==> config.mk <==
export PLATFORM = sky130hd
export DESIGN_NAME = ota_chunk_base64_crc_verifier
export DESIGN_NICKNAME = d
export VERILOG_FILES = /design/src/hw/rtl/ocv_pkg.sv /design/src/hw/rtl/ocv_core.sv /design/src/hw/rtl/ocv_out_buf.sv /design/src/hw/rtl/ota_chunk_base64_crc_verifier.sv
export SDC_FILE = /design/constraint.sdc
export NUM_CORES = 1
export LEC_CHECK = 0
export ABC_AREA = 0
export BUFFER_PORTS_ARGS = -buffer_cell sky130_fd_sc_hd__buf_4
export CAP_MARGIN = 20
export CORE_AREA = 4 4 149 222
export CTS_CLUSTER_SIZE = 10
export DETAILED_ROUTE_END_ITERATION = 6
export DIE_AREA = 0 0 153 226
export REMOVE_ABC_BUFFERS = 1
export SKIP_CTS_REPAIR_TIMING = 1
export SYNTH_ARGS = -nofsm -noshare
export SYNTH_HDL_FRONTEND = slang
export SYNTH_SLANG_ARGS = --single-unit
==> constraint.sdc <==
create_clock -name aclk -period 7 [get_ports aclk]
set_input_delay 1.75 -clock aclk [delete_from_list [all_inputs] [get_ports aclk]]
set_output_delay 1.75 -clock aclk [all_outputs]
set_load 0.05 [all_outputs]
==> src/hw/rtl/ocv_pkg.sv <==
// ----------------------------------------------------------------------------
// ocv_pkg
// Shared types, codes and helper functions for the chunk verifier.
// ----------------------------------------------------------------------------
package ocv_pkg;

    localparam int unsigned DEFAULT_BUFFER_BYTES = 4096;

    localparam int unsigned CNT_W     = 13;
    localparam int unsigned PACK_W    = 16;
    localparam int unsigned CRC_W     = 16;
    localparam int unsigned WRITTEN_W = 24;
    localparam int unsigned S_DATA_W  = 40;
    localparam int unsigned M_DATA_W  = 56;
    localparam int unsigned CFG_IDX_W = 1;

    localparam logic [CRC_W-1:0]     CRC_INIT    = 16'hFFFF;
    localparam logic [CRC_W-1:0]     CRC_POLY    = 16'hA001;
    localparam logic [3:0]           OFFSET_INIT = 4'b1000;  // minus eight
    localparam logic [PACK_W-1:0]    PACK_FIRST  = 16'd1;
    localparam logic [WRITTEN_W-1:0] WRITTEN_MAX = 24'hFFFFFF;

    // request kinds
    localparam logic REQ_START = 1'b0;
    localparam logic REQ_CHAR  = 1'b1;

    // result kinds
    localparam logic KIND_DATA   = 1'b0;
    localparam logic KIND_REPORT = 1'b1;

    // configuration register indexes
    localparam logic [CFG_IDX_W-1:0] CFG_DECODE_LIMIT = 1'd0;
    localparam logic [CFG_IDX_W-1:0] CFG_MAX_CHUNK    = 1'd1;

    localparam logic [CNT_W-1:0] CFG_RESET_VALUE = 13'd1024;

    typedef enum logic [1:0] {
        ST_OK        = 2'd0,
        ST_SEQUENCE  = 2'd1,
        ST_DECODE    = 2'd2,
        ST_CRC       = 2'd3
    } status_t;

    typedef struct packed {
        logic              req_type;
        logic [PACK_W-1:0] pack_number;
        logic [CRC_W-1:0]  expected_crc;
        logic [7:0]        char_code;
        logic              last_char;
    } in_item_t;

    typedef struct packed {
        logic                 kind;
        logic [7:0]           data_byte;
        status_t              status;
        logic [PACK_W-1:0]    reported_pack;
        logic [WRITTEN_W-1:0] total_written;
        logic                 last;
    } result_t;

    typedef struct packed {
        logic [1:0] cnt;
        result_t    r0;
        result_t    r1;
    } result_pair_t;

    // base64 alphabet lookup: {valid, sextet}
    function automatic logic [6:0] sextet_of(input logic [7:0] c);
        logic [7:0] d;
        logic [6:0] r;
        d = 8'd0;
        r = 7'd0;
        if (c >= 8'h41 && c <= 8'h5A) begin          // A-Z
            d = c - 8'h41;
            r = {1'b1, d[5:0]};
        end else if (c >= 8'h61 && c <= 8'h7A) begin // a-z
            d = c - 8'h61 + 8'd26;
            r = {1'b1, d[5:0]};
        end else if (c >= 8'h30 && c <= 8'h39) begin // 0-9
            d = c - 8'h30 + 8'd52;
            r = {1'b1, d[5:0]};
        end else if (c == 8'h2B) begin               // plus
            r = {1'b1, 6'd62};
        end else if (c == 8'h2F) begin               // slash
            r = {1'b1, 6'd63};
        end
        return r;
    endfunction

    // crc-16/modbus, one byte
    function automatic logic [CRC_W-1:0] crc_byte(input logic [CRC_W-1:0] crc_in,
                                                  input logic [7:0] b);
        logic [CRC_W-1:0] c;
        c = crc_in ^ {8'd0, b};
        for (int i = 0; i < 8; i++) begin
            if (c[0]) begin
                c = (c >> 1) ^ CRC_POLY;
            end else begin
                c = c >> 1;
            end
        end
        return c;
    endfunction

endpackage

==> src/hw/rtl/ocv_core.sv <==
// ----------------------------------------------------------------------------
// ocv_core
// Session and chunk state, base64 decode, crc update and chunk verdict.
// ----------------------------------------------------------------------------
module ocv_core #(
    parameter int unsigned BUFFER_BYTES = ocv_pkg::DEFAULT_BUFFER_BYTES
) (
    input  logic                       aclk,
    input  logic                       aresetn,
    input  logic                       fire,
    input  ocv_pkg::in_item_t          item,
    input  logic [ocv_pkg::CNT_W-1:0]  decode_limit,
    input  logic [ocv_pkg::CNT_W-1:0]  max_chunk_bytes,
    output ocv_pkg::result_pair_t      pair
);
    import ocv_pkg::*;

    localparam int unsigned BUF_CAP = (BUFFER_BYTES > 8191) ? 8191 : BUFFER_BYTES;
    localparam logic [CNT_W-1:0] BUF_CAP_W = CNT_W'(BUF_CAP);

    logic [PACK_W-1:0]    expected_pack_reg, expected_pack_next;
    logic [WRITTEN_W-1:0] bytes_written_reg, bytes_written_next;
    logic [11:0]          bit_accum_reg, bit_accum_next;
    logic [3:0]           bit_offset_reg, bit_offset_next;
    logic [CNT_W-1:0]     byte_count_reg, byte_count_next;
    logic [CRC_W-1:0]     crc_acc_reg, crc_acc_next;
    logic                 overflow_seen_reg, overflow_seen_next;

    logic [6:0]           sx;
    logic [CNT_W-1:0]     limit;
    logic [11:0]          acc_shift;
    logic [3:0]           off_add;
    logic [7:0]           byte_val;
    logic                 have_byte;
    logic                 pack_match;
    logic                 report;
    logic [WRITTEN_W:0]   sum;
    logic [WRITTEN_W-1:0] written_sat;
    status_t              st;
    result_t              data_res;
    result_t              rep_res;

    always_comb begin
        sx         = sextet_of(item.char_code);
        limit      = (decode_limit < BUF_CAP_W) ? decode_limit : BUF_CAP_W;
        acc_shift  = {bit_accum_reg[5:0], sx[5:0]};
        off_add    = bit_offset_reg + 4'd6;
        byte_val   = 8'(acc_shift >> off_add[2:0]);
        have_byte  = 1'b0;
        pack_match = (item.pack_number != '0) && (item.pack_number == expected_pack_reg);

        expected_pack_next = expected_pack_reg;
        bytes_written_next = bytes_written_reg;
        bit_accum_next     = bit_accum_reg;
        bit_offset_next    = bit_offset_reg;
        byte_count_next    = byte_count_reg;
        crc_acc_next       = crc_acc_reg;
        overflow_seen_next = overflow_seen_reg;

        if (pack_match && !overflow_seen_reg && sx[6]) begin
            bit_accum_next  = acc_shift;
            bit_offset_next = off_add;
            // sign bit clear: a whole byte is in the accumulator
            if (!off_add[3]) begin
                if (byte_count_reg >= limit) begin
                    overflow_seen_next = 1'b1;
                end else begin
                    have_byte       = 1'b1;
                    byte_count_next = byte_count_reg + 1'b1;
                    crc_acc_next    = crc_byte(crc_acc_reg, byte_val);
                end
                bit_offset_next = off_add - 4'd8;
            end
        end

        report = item.last_char && (item.pack_number != '0);

        if (item.pack_number != expected_pack_reg) begin
            st = ST_SEQUENCE;
        end else if (byte_count_next == '0 || overflow_seen_next ||
                     byte_count_next > max_chunk_bytes) begin
            st = ST_DECODE;
        end else if (item.expected_crc != '0 && item.expected_crc != crc_acc_next) begin
            st = ST_CRC;
        end else begin
            st = ST_OK;
        end

        sum         = {1'b0, bytes_written_reg} + {{(WRITTEN_W+1-CNT_W){1'b0}}, byte_count_next};
        written_sat = sum[WRITTEN_W] ? WRITTEN_MAX : sum[WRITTEN_W-1:0];

        if (report && st == ST_OK) begin
            bytes_written_next = written_sat;
            expected_pack_next = expected_pack_reg + 1'b1;
        end

        if (item.last_char) begin
            bit_accum_next     = '0;
            bit_offset_next    = OFFSET_INIT;
            byte_count_next    = '0;
            crc_acc_next       = CRC_INIT;
            overflow_seen_next = 1'b0;
        end

        if (item.req_type == REQ_START) begin
            expected_pack_next = PACK_FIRST;
            bytes_written_next = '0;
            bit_accum_next     = '0;
            bit_offset_next    = OFFSET_INIT;
            byte_count_next    = '0;
            crc_acc_next       = CRC_INIT;
            overflow_seen_next = 1'b0;
        end

        data_res.kind          = KIND_DATA;
        data_res.data_byte     = byte_val;
        data_res.status        = ST_OK;
        data_res.reported_pack = '0;
        data_res.total_written = bytes_written_reg;
        data_res.last          = !report;

        rep_res.kind          = KIND_REPORT;
        rep_res.data_byte     = '0;
        rep_res.status        = st;
        rep_res.reported_pack = (st == ST_SEQUENCE) ? expected_pack_reg : item.pack_number;
        rep_res.total_written = (st == ST_OK) ? written_sat : bytes_written_reg;
        rep_res.last          = 1'b1;

        pair.r1 = rep_res;
        if (item.req_type == REQ_START) begin
            pair.cnt = 2'd0;
            pair.r0  = data_res;
        end else if (have_byte) begin
            pair.cnt = report ? 2'd2 : 2'd1;
            pair.r0  = data_res;
        end else begin
            pair.cnt = report ? 2'd1 : 2'd0;
            pair.r0  = rep_res;
        end
    end

    always_ff @(posedge aclk) begin
        if (!aresetn) begin
            expected_pack_reg <= PACK_FIRST;
            bytes_written_reg <= '0;
            bit_accum_reg     <= '0;
            bit_offset_reg    <= OFFSET_INIT;
            byte_count_reg    <= '0;
            crc_acc_reg       <= CRC_INIT;
            overflow_seen_reg <= 1'b0;
        end else if (fire) begin
            expected_pack_reg <= expected_pack_next;
            bytes_written_reg <= bytes_written_next;
            bit_accum_reg     <= bit_accum_next;
            bit_offset_reg    <= bit_offset_next;
            byte_count_reg    <= byte_count_next;
            crc_acc_reg       <= crc_acc_next;
            overflow_seen_reg <= overflow_seen_next;
        end
    end

endmodule

==> src/hw/rtl/ocv_out_buf.sv <==
// ----------------------------------------------------------------------------
// ocv_out_buf
// Two-slot result register; drains one result per cycle to the stream while out_ready is high.
// ----------------------------------------------------------------------------
module ocv_out_buf (
    input  logic                  aclk,
    input  logic                  aresetn,
    input  logic                  load,
    input  ocv_pkg::result_pair_t pair,
    output logic                  load_ok,
    output logic                  out_valid,
    input  logic                  out_ready,
    output ocv_pkg::result_t      out_res
);
    import ocv_pkg::*;

    logic    a_valid_reg, a_valid_next;
    logic    b_valid_reg, b_valid_next;
    result_t a_reg, a_next;
    result_t b_reg, b_next;
    logic    pop;

    assign pop       = a_valid_reg && out_ready;
    assign load_ok   = !a_valid_reg || (pop && !b_valid_reg);
    assign out_valid = a_valid_reg;
    assign out_res   = a_reg;

    always_comb begin
        a_valid_next = a_valid_reg;
        b_valid_next = b_valid_reg;
        a_next       = a_reg;
        b_next       = b_reg;
        if (pop) begin
            a_valid_next = b_valid_reg;
            a_next       = b_reg;
            b_valid_next = 1'b0;
        end
        if (load && pair.cnt != 2'd0) begin
            a_valid_next = 1'b1;
            a_next       = pair.r0;
            b_valid_next = (pair.cnt == 2'd2);
            b_next       = pair.r1;
        end
    end

    always_ff @(posedge aclk) begin
        if (!aresetn) begin
            a_valid_reg <= 1'b0;
            b_valid_reg <= 1'b0;
        end else begin
            a_valid_reg <= a_valid_next;
            b_valid_reg <= b_valid_next;
        end
    end

    always_ff @(posedge aclk) begin
        a_reg <= a_next;
        b_reg <= b_next;
    end

endmodule

==> src/hw/rtl/ota_chunk_base64_crc_verifier.sv <==
// ----------------------------------------------------------------------------
// ota_chunk_base64_crc_verifier
// Base64 chunk decoder with crc-16/modbus check and sequence tracking.
// ----------------------------------------------------------------------------
// One base64 character enters per item and the block accepts a new item every
// cycle unless the held item's results do not yet fit in the result register.
// Each character passes an input register, then the decode, crc and verdict
// logic, and lands in a two-slot result register; results leave on m_ at one
// per cycle while m_tready is high. An item that completes a byte on the last
// character of a chunk with a nonzero number gives two results (the byte, then
// the chunk report), both through the single output port; an item that gives no
// result does not wait for the output. Configuration writes are taken at any
// time with cfg_ready held high, and must only be made while idle.
module ota_chunk_base64_crc_verifier #(
    parameter int unsigned BUFFER_BYTES = ocv_pkg::DEFAULT_BUFFER_BYTES
) (
    input  logic                          aclk,
    input  logic                          aresetn,
    input  logic                          s_tvalid,
    output logic                          s_tready,
    // pack_number, expected_crc, char_code
    input  logic [ocv_pkg::S_DATA_W-1:0]  s_tdata,
    // req_type
    input  logic [0:0]                    s_tuser,
    input  logic                          s_tlast,
    output logic                          m_tvalid,
    input  logic                          m_tready,
    // data_byte, status, reported_pack, total_written, zero pad
    output logic [ocv_pkg::M_DATA_W-1:0]  m_tdata,
    // kind
    output logic [0:0]                    m_tuser,
    output logic                          m_tlast,
    input  logic                          cfg_valid,
    output logic                          cfg_ready,
    input  logic [ocv_pkg::CFG_IDX_W-1:0] cfg_index,
    input  logic [ocv_pkg::CNT_W-1:0]     cfg_data
);
    import ocv_pkg::*;

    logic             in_valid_reg;
    in_item_t         in_item_reg;
    logic [CNT_W-1:0] decode_limit_reg;
    logic [CNT_W-1:0] max_chunk_reg;
    result_pair_t     pair;
    result_t          out_res;
    logic             load_ok;
    logic             fire;

    assign fire     = in_valid_reg && (load_ok || pair.cnt == 2'd0);
    assign s_tready = !in_valid_reg || fire;
    assign cfg_ready = 1'b1;

    always_ff @(posedge aclk) begin
        if (!aresetn) begin
            in_valid_reg <= 1'b0;
        end else if (s_tready) begin
            in_valid_reg <= s_tvalid;
        end
    end

    always_ff @(posedge aclk) begin
        if (s_tready && s_tvalid) begin
            in_item_reg.req_type     <= s_tuser[0];
            in_item_reg.pack_number  <= s_tdata[15:0];
            in_item_reg.expected_crc <= s_tdata[31:16];
            in_item_reg.char_code    <= s_tdata[39:32];
            in_item_reg.last_char    <= s_tlast;
        end
    end

    always_ff @(posedge aclk) begin
        if (!aresetn) begin
            decode_limit_reg <= CFG_RESET_VALUE;
            max_chunk_reg    <= CFG_RESET_VALUE;
        end else if (cfg_valid) begin
            case (cfg_index)
                CFG_DECODE_LIMIT: decode_limit_reg <= cfg_data;
                CFG_MAX_CHUNK:    max_chunk_reg    <= cfg_data;
                default: ;
            endcase
        end
    end

    ocv_core #(
        .BUFFER_BYTES(BUFFER_BYTES)
    ) u_core (
        .aclk            (aclk),
        .aresetn         (aresetn),
        .fire            (fire),
        .item            (in_item_reg),
        .decode_limit    (decode_limit_reg),
        .max_chunk_bytes (max_chunk_reg),
        .pair            (pair)
    );

    ocv_out_buf u_out (
        .aclk      (aclk),
        .aresetn   (aresetn),
        .load      (fire),
        .pair      (pair),
        .load_ok   (load_ok),
        .out_valid (m_tvalid),
        .out_ready (m_tready),
        .out_res   (out_res)
    );

    assign m_tdata = {6'd0, out_res.total_written, out_res.reported_pack,
                      out_res.status, out_res.data_byte};
    assign m_tuser = out_res.kind;
    assign m_tlast = out_res.last;

endmodule

==> out/metrics.yaml, run 1 <==
clkPwrFrac: 0.428
largest_reg_flops: 52
synth-seq-cells: 243
power_mw: 3.12
async_flop_share: 0
root_buffer: "clkbuf_16"
area_growth_pct: 15.0
p_leak_nw: 6.03
multiInputGateArea_um2: 7070
first_pass_iters: 5
critPathMaxFanout: 25
die_w_um: 153
clkSlewWorstSetupHoldPaths_ps: 60
reg2reg_slack_ps: 650
wl_per_cell_um: 18.8
outcome: "completed"
synth_cell_types: 94
seq_area_frac_synth: 0.450
insertion_delay_ps: 550
stdcell_count: 1961
wirelength_um: 36800
antenna_found_initial: 0
layout.nets: 1648
slew_headroom: 0.321
hold_class: "reg -> reg"
io_buffers: 114
crit_path_start_kind: "register"
die_area_um2: 34600
vdd_ir_drop_max_v: 0.000144
hold_violations: 0
drive_gt1_frac: 0.150
io_pins: 122
intPower_mw: 2.39
period_minus_slack_ps: 6350
p_sw_frac: 0.234
synthFlopType: "edfxtp_1"
slew_viol_final: 0
ctsHtreeMaxLevel: 1
postRouteAntennaNets: 0
maxCapViolCount: 0
worstReg2RegStart: "in_item_reg[2]"
critPathCapture: "u_core.expected_pack_reg[11]"
synth_edf_count: 136
dp_cells: 1904
netlist_instances: 1453
cts_buffers: 28
p_seq_frac: 0.502
rsz0062_at_grt: "no"
worstMarginPinSlew_ps: 1020
gp_congestion: 0.921
period_share: 0.906
track_usage: 0.209
p_comb_frac: 0.070
vias: 11100
power.density_nw_per_um2: 196
r2r-end: "u_core.expected_pack_reg[11]"
rows: 79
hpwl_um: 26800
cts_sinks: 243
grt_max_degree: 73
antenna-diode-count: 0
switching_power_mw: 0.729
end_kind: "register"
core_um2: 31000
fillers: 2989
critPathRequiredTime_ps: 7470
rr_worst_depth: 25
route.detailed.drc: 0
viasPerCell: 5.68
setup_viol: 0
seq_area_um2: 6230
gr-total-overflow: 0
tritoncts: "yes"
finClkSkew_ps: 12.3
start_util: 0.446
die_h_um: 226
clock_path_buffers: 3
fmax_mhz: 158
fin_hold_ws_ps: 465
grt_pass1_vias: 11100
grt_pass1_wl_um: 59000
syn_area_um2: 13900
crit_path_start: "in_item_reg[2]"
yosys_warnings: 0
arrival_ps: 6810
worstSetupPathType: "reg -> reg"
dr.first_iter.drc_count: 679
syn_area_per_cell_um2: 9.53
==> layout make-up <==
cell class	count	share of cell area
Tap cell	405	0.0318
Sequential cell	243	0.391
Inverter	54	0.0127
Timing Repair Buffer	144	0.0687
Multi-Input combinational cell	1064	0.444
Clock buffer	49	0.0502
Clock inverter	2	0.00134
==> cell usage in the layout (no fill, tap or decap), types with 19 or more instances in the layout <==
cell / count
a21boi_0: 31
a21oi_1: 57
and3_1: 21
buf_4: 143
clkbuf_1: 19
clkbuf_16: 28
dfxtp_1: 107
edfxtp_1: 136
ha_1: 51
inv_1: 50
mux2_2: 20
mux2i_1: 28
nand2_1: 225
nand3_1: 47
nand4_1: 20
nor2_1: 65
nor2b_1: 23
nor4_1: 21
o21ai_0: 58
xnor2_1: 43
xor2_1: 42
==> kinds of logic after synthesis <==
logic type / count (synthesis) / share of synthesized area
flops: 243 / 0.450
mux: 48 / 0.0365
fa+ha+maj: 52 / 0.0475
simple gates: 522 / 0.185
compound gates: 343 / 0.175
buf+inv: 151 / 0.0437
xor+xnor: 92 / 0.0630
other cells: 2 / 0.000542
==> worst min path at each step <==
stage,endpoint,cells past startpoint,slack [ps],from
floorplan,decode_limit_reg[10],2,440,decode_limit_reg[10]
global placement,decode_limit_reg[0],2,450,decode_limit_reg[0]
detailed placement,max_chunk_reg[8],2,460,max_chunk_reg[8]
CTS,max_chunk_reg[6],2,470,max_chunk_reg[6]
finish,max_chunk_reg[3],2,460,max_chunk_reg[3]
global route,max_chunk_reg[7],2,500,max_chunk_reg[7]
==> worst max-delay path, cell delays in order, from the launching register on <==
cell and delay [ps]:
edfxtp_1 460, inv_1 130, ha_1 250, nor2b_1 150
o211ai_1 330, nand3_1 290, a211oi_4 410, and2_0 220
buf_4 170, nand2_1 70, xnor2_1 300, ha_1 310
nand4_1 120, nor2_1 60, a211oi_1 200, o21ai_0 120
a21o_1 190, a21o_1 170, a21o_1 180, a21oi_1 130
o21a_1 230, nand2b_1 100, a311o_1 350, o31a_1 550
or4_1 590, a21oi_1 150
==> routing by layer <==
layer / vias to the layer above / wire (um) / track usage
met1: 5387 / 14600 / 0.247
li1: 5441 / - / -
met5: - / 0 / 0
met4: 0 / 1140 / 0.0733
met2: 235 / 19700 / 0.395
met3: 67 / 1350 / 0.0203
==> per-stage QoR <==
step / utilization / setup TNS (ps) / setup slack [ps] / instance area [um2]
global route: 0.513 / 0 / 8.03 / 15900
finish: 0.513 / 0 / 655 / 15900
detailed placement: 0.485 / 0 / 441 / 15000
floorplan: - / -61720 / -2030 / 13500
global placement: 0.485 / 0 / 553 / 15000
CTS: 0.511 / 0 / 412 / 15900
==> power by group through the flow <==
stage          Combinational, mW  Clock (mW)  Sequential (mW)
2_1_floorplan              0.114           0             1.60
3_3_place_gp               0.215           0             1.59
3_5_place_dp               0.217           0             1.60
4_1_cts                    0.218        1.37             1.57
5_1_grt                    0.241        1.43             1.57
6_report                   0.219        1.33             1.56
==> cells in the mapped netlist, drive strengths merged, types with 19 or more instances <==
master | number | area share
a22o | 19 | 0.013
nand4 | 20 | 0.0090
inv | 53 | 0.014
nand2 | 226 | 0.061
ha | 51 | 0.046
buf | 19 | 0.0079
o21ai | 65 | 0.024
and3 | 22 | 0.010
nand3 | 47 | 0.017
nor2 | 67 | 0.019
nor4 | 25 | 0.012
mux2 | 20 | 0.016
mux2i | 28 | 0.020
nor2b | 23 | 0.010
a21oi | 57 | 0.021
a21boi | 32 | 0.017
clkbuf | 78 | 0.021
xor2 | 46 | 0.031
edfxtp | 136 | 0.29
dfxtp | 107 | 0.15
xnor2 | 44 | 0.028
No activity file was read; power rests on OpenSTA's default activity.
==> run 2: changes to the inputs <==
Settings changed: PLACE_DENSITY from default to 0.66, SKIP_CTS_REPAIR_TIMING 1 to default.
==> out/metrics.yaml, run 2 (synthesis results as in run 1) <==
wl_per_cell_um: 18.8  # about the same
arrival_ps: 6960  # +150 ps
die_w_um: 153  # unchanged
rows: 79  # unchanged
postRouteAntennaNets: 0  # unchanged
root_buffer: "clkbuf_16"
rsz0062_at_grt: "no"
insertion_delay_ps: 570  # +20 ps
period_share: 0.925  # +0.0186
worstSetupPathType: "reg -> reg"
setup_viol: 0  # unchanged
slew_viol_final: 0  # unchanged
final_util: 0.513  # about the same
worstMarginPinSlew_ps: 1060  # +39.6 ps
cts_buffers: 29  # +3.6%
die_h_um: 226  # unchanged
slew_headroom: 0.290  # -0.0311
end_kind: "register"
hp-start: "decode_limit_reg[1]"
dr.first_iter.drc_count: 757  # +11%
grt_max_degree: 73  # unchanged
clock_path_buffers: 3  # unchanged
reg2reg_slack_ps: 520  # -130 ps
period_minus_slack_ps: 6480  # +130 ps
final_common_cell: "nand2_1"
finClkSkew_ps: 20.2  # +7.99 ps
gr-total-overflow: 0  # unchanged
use_met2: 0.386  # -0.00944
hold_violations: 0  # unchanged
grt_util_met1: 0.234  # -0.0128
critPathMaxFanout: 25  # unchanged
maxCapViolCount: 0  # unchanged
die_area_um2: 34600  # unchanged
core_um2: 31000  # unchanged
tritoncts: "yes"
power.density_nw_per_um2: 198  # +1.1%
track_usage: 0.204  # -0.00525
most-common-layout-cells: "225 x nand2_1, 140 x buf_4, 136 x edfxtp_1"
outcome: "completed"
viasPerCell: 5.72  # +0.75%
hold_class: "reg -> reg"
drive_gt1_frac: 0.149  # -0.00183
io_buffers: 114  # unchanged
cts_sinks: 243  # unchanged
hpwl_um: 26800  # -0.35%
critPathRequiredTime_ps: 7480  # about the same
route.detailed.drc: 0  # unchanged
antenna-diode-count: 0  # unchanged
layout.nets: 1646  # -0.12%
cts_hold_buf: 0
top_usage_layer: "met2"
crit_path_start: "in_item_reg[1]"
grt_pass1_vias: 10800  # -2.6%
ctsHtreeMaxLevel: 1  # unchanged
fmax_mhz: 154  # -2.0%
place_ws_ps: 480  # +39.3 ps
crit_path_start_kind: "register"
grt_util_met3: 0.0220  # +0.00173
antenna_found_initial: 0  # unchanged
io_pins: 122  # unchanged
area_growth_pct: 15.0  # about the same
first_pass_iters: 5  # unchanged
grt_pass1_wl_um: 57600  # -2.5%
vias: 11200  # +0.70%
wirelength_um: 36800  # about the same
largest_reg_flops: 52  # unchanged
fin_ws_ps: 525  # -130 ps
vdd_ir_drop_max_v: 0.000167  # +16%
gp_congestion: 0.931  # +1.1%
worstReg2RegStart: "in_item_reg[1]"
p_leak_nw: 6.03  # about the same
start_util: 0.446  # unchanged
clkSlewWorstSetupHoldPaths_ps: 50  # about the same
-- run 2: power breakdown --
group	switching [mW]	leakage, nW	internal (mW)	total, mW
registers	0.0252	1.98	1.54	1.57
clock network	0.582	0.406	0.786	1.37
logic	0.136	3.65	0.0785	0.214
total	0.743	6.03	2.40	3.15
-- run 2: per-layer routing --
layer,part of all wire,vias up
li1,-,5442
met5,0,-
met3,0.045,90
met4,0.041,0
met2,0.53,315
met1,0.38,5361
-- run 2: what timing repair did --
item | in CTS | in global routing
resized for setup | 0 | 2
setup endpoints to repair | 0 | 35
buffers inserted | 0 | 1
-- run 2: cell type report --
type / count / area (um2)
clock buffer: 50 / 815
clock inverter: 3 / 33.8
fill: 2872 / 15100
inverter: 54 / 203
multi-input combinational: 1064 / 7070
sequential: 243 / 6230
tap: 405 / 507
timing repair buffer: 141 / 1070
-- run 2: path summary, 6_finish.rpt --
check,endpoint,cells past startpoint
hold reg to reg,decode_limit_reg[1],2
hold / removal,decode_limit_reg[1],2
setup reg to reg,u_core.expected_pack_reg[10],23
setup / recovery,u_core.expected_pack_reg[10],23
-- run 2: metrics by stage --
stage	instance area [um2]	power (mW)	setup TNS (ps)	cells	hold slack (ps)
5_1_grt	15900	3.27	0	1960	479
3_3_place_gp	15100	1.81	0	1906	455
6_report	15900	3.15	0	1960	465
2_1_floorplan	13500	1.72	-61720	1361	439
4_1_cts	15900	3.18	0	1959	468
3_5_place_dp	15100	1.81	0	1906	460
-- run 2: critical path, cell delays in order (launching register included) --
cell and delay [ps]:
edfxtp_1 440, inv_1 140, ha_1 270, nor2b_1 140, o211ai_1 320, nand3_1 290
a211oi_4 480, nand2_1 230, nor2_1 300, xnor2_1 250, ha_1 320, a21o_1 160
a211oi_1 220, o21ai_0 120, a21o_1 190, a21o_1 170, a21o_1 160, a21oi_1 160
o21a_1 250, nand2b_1 110, a311o_1 340, o31a_1 550, or4_1 590, a21oi_1 180
